### config.mk
export PLATFORM = sky130hd
export DESIGN_NAME = aomd_cordic_cell
export DESIGN_NICKNAME = d
export VERILOG_FILES = /design/src/rtl/assert_macros.svh /design/src/rtl/aomd_pkg.sv /design/src/rtl/aomd_cordic_cell.sv
export SDC_FILE = /design/constraint.sdc
export NUM_CORES = 1
export LEC_CHECK = 0
export BUFFER_PORTS_ARGS = -buffer_cell sky130_fd_sc_hd__clkbuf_2
export CAP_MARGIN = 20
export CORE_MARGIN = 8
export CORE_UTILIZATION = 30
export CTS_CLUSTER_SIZE = 25
export DETAILED_ROUTE_END_ITERATION = 12
export PLACE_DENSITY_LB_ADDON = 0.15
export SETUP_SLACK_MARGIN = 0.02
export SYNTH_ARGS = -nofsm -noshare
export SYNTH_HDL_FRONTEND = slang
export SYNTH_SLANG_ARGS = --single-unit
### constraint.sdc
create_clock -name clock -period 15.62 [get_ports clock]
set_input_delay 0.781 -clock clock [delete_from_list [all_inputs] [get_ports clock]]
set_output_delay 0.781 -clock clock [all_outputs]
set_load 0.05 [all_outputs]
### src/rtl/assert_macros.svh
// Assertion macros shared by the RTL
`ifndef ASSERT_MACROS_SVH
`define ASSERT_MACROS_SVH

// cond must never hold outside reset
`define ASSERT_NEVER(label, clk, rst, cond) \
   label: assert property (@(posedge clk) disable iff (rst) !(cond)) \
      else $error("assertion failed");

// ante in a cycle implies cons in that same cycle
`define ASSERT_IMPL(label, clk, rst, ante, cons) \
   label: assert property (@(posedge clk) disable iff (rst) (ante) |-> (cons)) \
      else $error("assertion failed");

// ante in a cycle implies cons in the next cycle
`define ASSERT_NEXT(label, clk, rst, ante, cons) \
   label: assert property (@(posedge clk) disable iff (rst) (ante) |=> (cons)) \
      else $error("assertion failed");

`endif

### src/rtl/aomd_pkg.sv
// Types, constants and tables for the orientation and motion detector
package aomd_pkg;

   localparam int CordicSteps = 16;
   localparam int StepIdxW    = 5;
   localparam int CxW         = 36;
   localparam int AngW        = 28;
   localparam int DegQ        = 16;

   localparam logic signed [15:0] OneG = 16'sd16384;

   localparam logic [16:0] ShakeLimitRst = 17'd8192;
   localparam logic [14:0] FlipLimitRst  = 15'd8192;
   localparam logic [14:0] HorizLimitRst = 15'd11468;
   localparam logic [14:0] VertLimitRst  = 15'd4916;

   typedef enum logic [2:0] {
      CSR_X_MISSING   = 3'd0,
      CSR_Y_MISSING   = 3'd1,
      CSR_Z_MISSING   = 3'd2,
      CSR_SHAKE_LIMIT = 3'd3,
      CSR_FLIP_LIMIT  = 3'd4,
      CSR_HORIZ_LIMIT = 3'd5,
      CSR_VERT_LIMIT  = 3'd6,
      CSR_UNUSED      = 3'd7
   } csr_idx_type;

   typedef enum logic [1:0] {
      S_IDLE = 2'd0,
      S_RUN  = 2'd1,
      S_DONE = 2'd2
   } state_type;

   typedef struct packed {
      logic signed [CxW-1:0]  x;
      logic signed [CxW-1:0]  y;
      logic signed [AngW-1:0] ang;
   } lane_type;

   // atan(2^-i) in degrees, Q16
   function automatic logic signed [AngW-1:0] atan_q16(input logic [StepIdxW-1:0] i);
      logic signed [AngW-1:0] r;
      unique case (i)
         5'd0:  r = 28'sd2949120;
         5'd1:  r = 28'sd1740967;
         5'd2:  r = 28'sd919879;
         5'd3:  r = 28'sd466945;
         5'd4:  r = 28'sd234379;
         5'd5:  r = 28'sd117304;
         5'd6:  r = 28'sd58666;
         5'd7:  r = 28'sd29335;
         5'd8:  r = 28'sd14668;
         5'd9:  r = 28'sd7334;
         5'd10: r = 28'sd3667;
         5'd11: r = 28'sd1833;
         5'd12: r = 28'sd917;
         5'd13: r = 28'sd458;
         5'd14: r = 28'sd229;
         5'd15: r = 28'sd115;
         5'd16: r = 28'sd57;
         5'd17: r = 28'sd29;
         5'd18: r = 28'sd14;
         5'd19: r = 28'sd7;
         5'd20: r = 28'sd4;
         5'd21: r = 28'sd2;
         5'd22: r = 28'sd1;
         default: r = 28'sd0;
      endcase
      return r;
   endfunction

endpackage

### src/rtl/aomd_cordic_cell.sv
// One CORDIC vectoring iteration, registered; cells chain into the angle pipe
module aomd_cordic_cell (
   input  logic                             clock,
   input  logic                             reset,
   input  logic [aomd_pkg::StepIdxW-1:0]    step_idx,
   input  logic                             vld_in,
   input  aomd_pkg::lane_type               lane_in,
   output logic                             vld_out,
   output aomd_pkg::lane_type               lane_out
);
   logic               vld_ff;
   aomd_pkg::lane_type lane_ff, lane_in_nxt;
   logic signed [aomd_pkg::CxW-1:0] dx, dy;

   always_comb begin
      dx = lane_in.y >>> step_idx;
      dy = lane_in.x >>> step_idx;
      if (lane_in.y > 0) begin
         lane_in_nxt.x   = lane_in.x + dx;
         lane_in_nxt.y   = lane_in.y - dy;
         lane_in_nxt.ang = lane_in.ang + aomd_pkg::atan_q16(step_idx);
      end else begin
         lane_in_nxt.x   = lane_in.x - dx;
         lane_in_nxt.y   = lane_in.y + dy;
         lane_in_nxt.ang = lane_in.ang - aomd_pkg::atan_q16(step_idx);
      end
   end

   always_ff @(posedge clock) begin
      if (reset) begin
         vld_ff <= 1'b0;
      end else begin
         vld_ff <= vld_in;
      end
      lane_ff <= lane_in_nxt;
   end

   assign vld_out  = vld_ff;
   assign lane_out = lane_ff;
endmodule

==> results.md <==
CTS:
- After clock tree synthesis, the repair step resized 0 gates.
- In this run the deepest clock path goes through 2 buffers.
- Post-CTS timing repair inserted 0 buffers for setup.
- The clock tree synthesis step divided the H-tree into 3 levels.
- Clock-pin slew was measured on the worst setup and hold paths at 70 ps.
- The tree built by TritonCTS fans out to 101 sinks.
- The number of buffers created by CTS is 9.
- The clock tree from TritonCTS is yes.
- The count of hold buffers inserted by post-cts repair is 0.
- The tree is rooted in a sky130_fd_sc_hd__clkbuf_16.

Worst setup path:
- The cell type of the slowest stage on the worst timing path is sky130_fd_sc_hd__buf_4.
- In this run the worst path has a maximum fanout of 75.
- For this run, the slowest stage of the critical path takes 820 ps.
- Walking the worst path, the cells encountered are buf_6 > buf_4 > mux4_2 > mux2i_1 > mux4_2 > nor3b_1 > nand4_1 > nor2_1 > a21oi_1 > xor2_1 > ha_1 > nand2_1 > nor4_1 > o21ai_0 > o2111a_1 > or3_1 > a21oi_1 > a41oi_1 > a21oi_1 > xor2_1.
- At the worst endpoint, the arrival time is 8000 ps.
- The critical path start-end classification is primary input to register.
- The critical path required time is 15,950 ps.
- The sort of element at the end of the critical path is a register.
- The family with the most delay on the worst path is simple AND/OR/NAND/NOR gates.
- By instance count, the cell type seen most on the critical path is sky130_fd_sc_hd__a21oi_1.
- The type of element launching the critical path is a primary input.
- The number of buffer and inverter instances along the worst setup path is 2.

Floorplanning:
- The effective utilization at floorplan is 0.301.
- The area of the core is 0.0498 mm².
- Measured along the y axis, the die boundary spans 239 µm.
- The I/O pin total is 209.
- The die area is 0.0574 mm².
- After floorplanning, the core was divided into 82 placement rows.
- The horizontal extent of the die is 239 µm.

Power:
- The relative contribution of the clock network to total power is 0.127.
- The analysis attributes to cell leakage a power of 0.00693 µW.
- The largest voltage drop on the vdd net is 86.0 µV.
- The internal portion of the total power is 881 µW.
- The fraction of power spent switching nets is 0.547.
- The share of total power dissipated in sequential elements is 0.204.
- The relative contribution of combinational cells to total power is 0.669.
- For this design the ratio of total power to cell area is 116 mW/mm².
- The analysis attributes to net switching a power of 1060 µW.

Timing:
- In the finished design, the share of the clock period the worst path needs comes to 0.491.
- Setup violations remaining at the end of the flow were counted as 0.
- For the finished layout, the period the worst path requires is 7670 ps.
- The number of hold-slack violations in the final timing report is 0.
- At the pin with the least slew margin, the transition time is 1210 ps.
- Setup repair after global routing left no endpoint under its margin.
- The aggregate negative setup slack is 0 ps.
- The achievable clock frequency is 130 MHz.
- Headroom to the max-slew limit came out at 0.192.
- The final count of pins violating max slew is 0.

Placement:
- The cell count after placement is 2,621.
- The count of input and output buffers is 208.
- The HPWL after detailed placement is 51,600 µm.
- The routability congestion estimate is 0.982.

Synthesis:
- The number of storage elements in the synthesis netlist is 101.
- Of the synthesized area, sequential elements account for 0.135.
- Yosys mapped a number of flops with a built-in enable equal to 0.
- In this run the mean area of a mapped cell was 8.23 µm².
- The number of different library cells used by synthesis comes to 100.
- The post-synthesis cell count is 1,820.
- The yosys synthesis warning count is 0.
- The number of nets handed over by synthesis was 2,037.
- Of all flip-flops after synthesis, the portion carrying an async set or reset was 0.
- The commonest register cell after synthesis is sky130_fd_sc_hd__dfxtp_1.
- The post-synthesis instance area is 0.0150 mm².

Finish:
- The filler cell count is 5,326.
- In the final layout, the multi-input gates occupy 0.0122 mm².
- The area growth from synthesis to layout is 12.1%.
- The count of non-filler cells in the finished layout is 2,638.
- The number of nets in the layout is 2,177.
- Summing all flip-flop and latch instances after layout gives 0.00202 mm².
- In the final layout, the share of cells above drive strength 1 is 0.208.

Route:
- The number of vias in the routed layout is 15,544.
- The detailed-route DRC error count is 0.
- Dividing the detail-routed via count by the number of cells gives 5.89.
- The count of routing violations after the opening detailed-route iteration is 1,401.
- The routed wire length is 65,700 µm.
- The routed length per instance is 24.9 µm.
- Before antenna repair, the detailed router went through 6 iterations.
- The number of routed nets with antenna violations is 0.

Flow run:
- The tool flagged a number of max-cap violations equal to 0.

Global route:
- The total grt overflow is 0.
- The number of antenna violations at the first check in global routing is 2.
- The pin count of the biggest net entering global routing is 76.
- In the global route stage, overall resource usage came out at 0.224.
- The first global-routing pass estimated 98,400 µm of wire.
- The via count of the first global-routing pass is 15,187.

Status:
- The flow ran to the end, and the final reports show no timing, DRC or antenna violations.

Worst hold path:
- The path class of the tightest hold or removal check is primary input to register.
-- sequential cells by signal (all words and copies together) (netlist names) --
signal	flops
vld_out	1
lane_out	100
-- cells by family after synthesis --
group                    share of synthesized area
multiplexers                                 0.204
AO/OA/AOI/OAI                                0.235
adder cells (fa/ha/maj)                     0.0925
AND/OR/NAND/NOR                              0.196
buffers and inverters                       0.0483
flip-flops                                   0.135
XOR/XNOR                                    0.0888
-- cells in the final DEF (no fill, tap or decap), types with 23 or more instances in the layout --
cell	count
sky130_fd_sc_hd__clkbuf_2	204
sky130_fd_sc_hd__nor2_1	159
sky130_fd_sc_hd__nand2_1	154
sky130_fd_sc_hd__a21oi_1	128
sky130_fd_sc_hd__ha_1	106
sky130_fd_sc_hd__xnor2_1	103
sky130_fd_sc_hd__dfxtp_1	101
sky130_fd_sc_hd__o21ai_0	100
sky130_fd_sc_hd__mux4_2	78
sky130_fd_sc_hd__mux2i_1	76
sky130_fd_sc_hd__inv_1	49
sky130_fd_sc_hd__xor2_1	49
sky130_fd_sc_hd__nand3_1	47
sky130_fd_sc_hd__a31oi_1	40
sky130_fd_sc_hd__nor3_1	34
sky130_fd_sc_hd__mux2_2	33
sky130_fd_sc_hd__a21o_1	27
sky130_fd_sc_hd__nand2b_1	24
sky130_fd_sc_hd__a211oi_1	23
-- path summary, 6_finish.rpt --
kind,slack [ps],cells past startpoint,endpoint,start
min,540,2,vld_out$_SDFF_PP0_,reset
max,7950,20,lane_out[63]$_DFF_P_,step_idx[0]
-- Yosys cell counts (22+ instances only) --
master / count / area, µm²
sky130_fd_sc_hd__mux2i_1: 76 / 761
sky130_fd_sc_hd__nor3_1: 35 / 175
sky130_fd_sc_hd__clkbuf_1: 33 / 124
sky130_fd_sc_hd__nor2_1: 161 / 604
sky130_fd_sc_hd__xor2_1: 49 / 429
sky130_fd_sc_hd__nand3_1: 47 / 235
sky130_fd_sc_hd__a31oi_1: 40 / 250
sky130_fd_sc_hd__nand2b_1: 24 / 150
sky130_fd_sc_hd__nand2_1: 154 / 578
sky130_fd_sc_hd__a21o_1: 27 / 203
sky130_fd_sc_hd__o22ai_1: 22 / 138
sky130_fd_sc_hd__xnor2_1: 103 / 902
sky130_fd_sc_hd__o21ai_0: 100 / 500
sky130_fd_sc_hd__mux2_2: 33 / 372
sky130_fd_sc_hd__a21oi_1: 128 / 641
sky130_fd_sc_hd__inv_1: 50 / 188
sky130_fd_sc_hd__buf_2: 34 / 170
sky130_fd_sc_hd__dfxtp_1: 101 / 2020
sky130_fd_sc_hd__nor2b_1: 22 / 138
sky130_fd_sc_hd__mux4_2: 78 / 1760
sky130_fd_sc_hd__a211oi_1: 23 / 173
sky130_fd_sc_hd__ha_1: 106 / 1330
-- layout make-up --
class / count / share of cell area
multi-input combinational: 1569 / 0.729
sequential: 101 / 0.120
timing repair buffer: 225 / 0.0702
tap: 672 / 0.0500
clock buffer: 9 / 0.0134
inverter: 54 / 0.0121
clock inverter: 7 / 0.00477
antenna: 1 / 0.000149
-- per-layer routing --
layer / vias up / wire [µm] / track usage
li1: 7205 / - / -
met5: - / 13 / 0
met3: 120 / 4670 / 0.0381
met4: 2 / 2260 / 0.0806
met1: 7541 / 29100 / 0.301
met2: 676 / 29600 / 0.357
-- power groups by stage --
stage	combinational, µW	sequential (µW)	clock (µW)
final	1300	396	246
after global routing	1390	409	268
after CTS	1300	399	261
after detailed placement	1300	404	0
after global placement	1300	402	0
after floorplan	575	795	0
-- metrics by stage --
step	power, µW	cell area, µm²	utilization	worst slack (ps)	hold WS (ps)
global route	2070	16800	0.338	7490	525
CTS	1960	16800	0.338	8050	508
global placement	1700	16500	0.331	7810	941
floorplan	1370	15000	-	9530	853
detailed placement	1700	16500	0.331	7640	943
finish	1940	16800	0.338	7950	536
(Power assumes the default switching activity.)
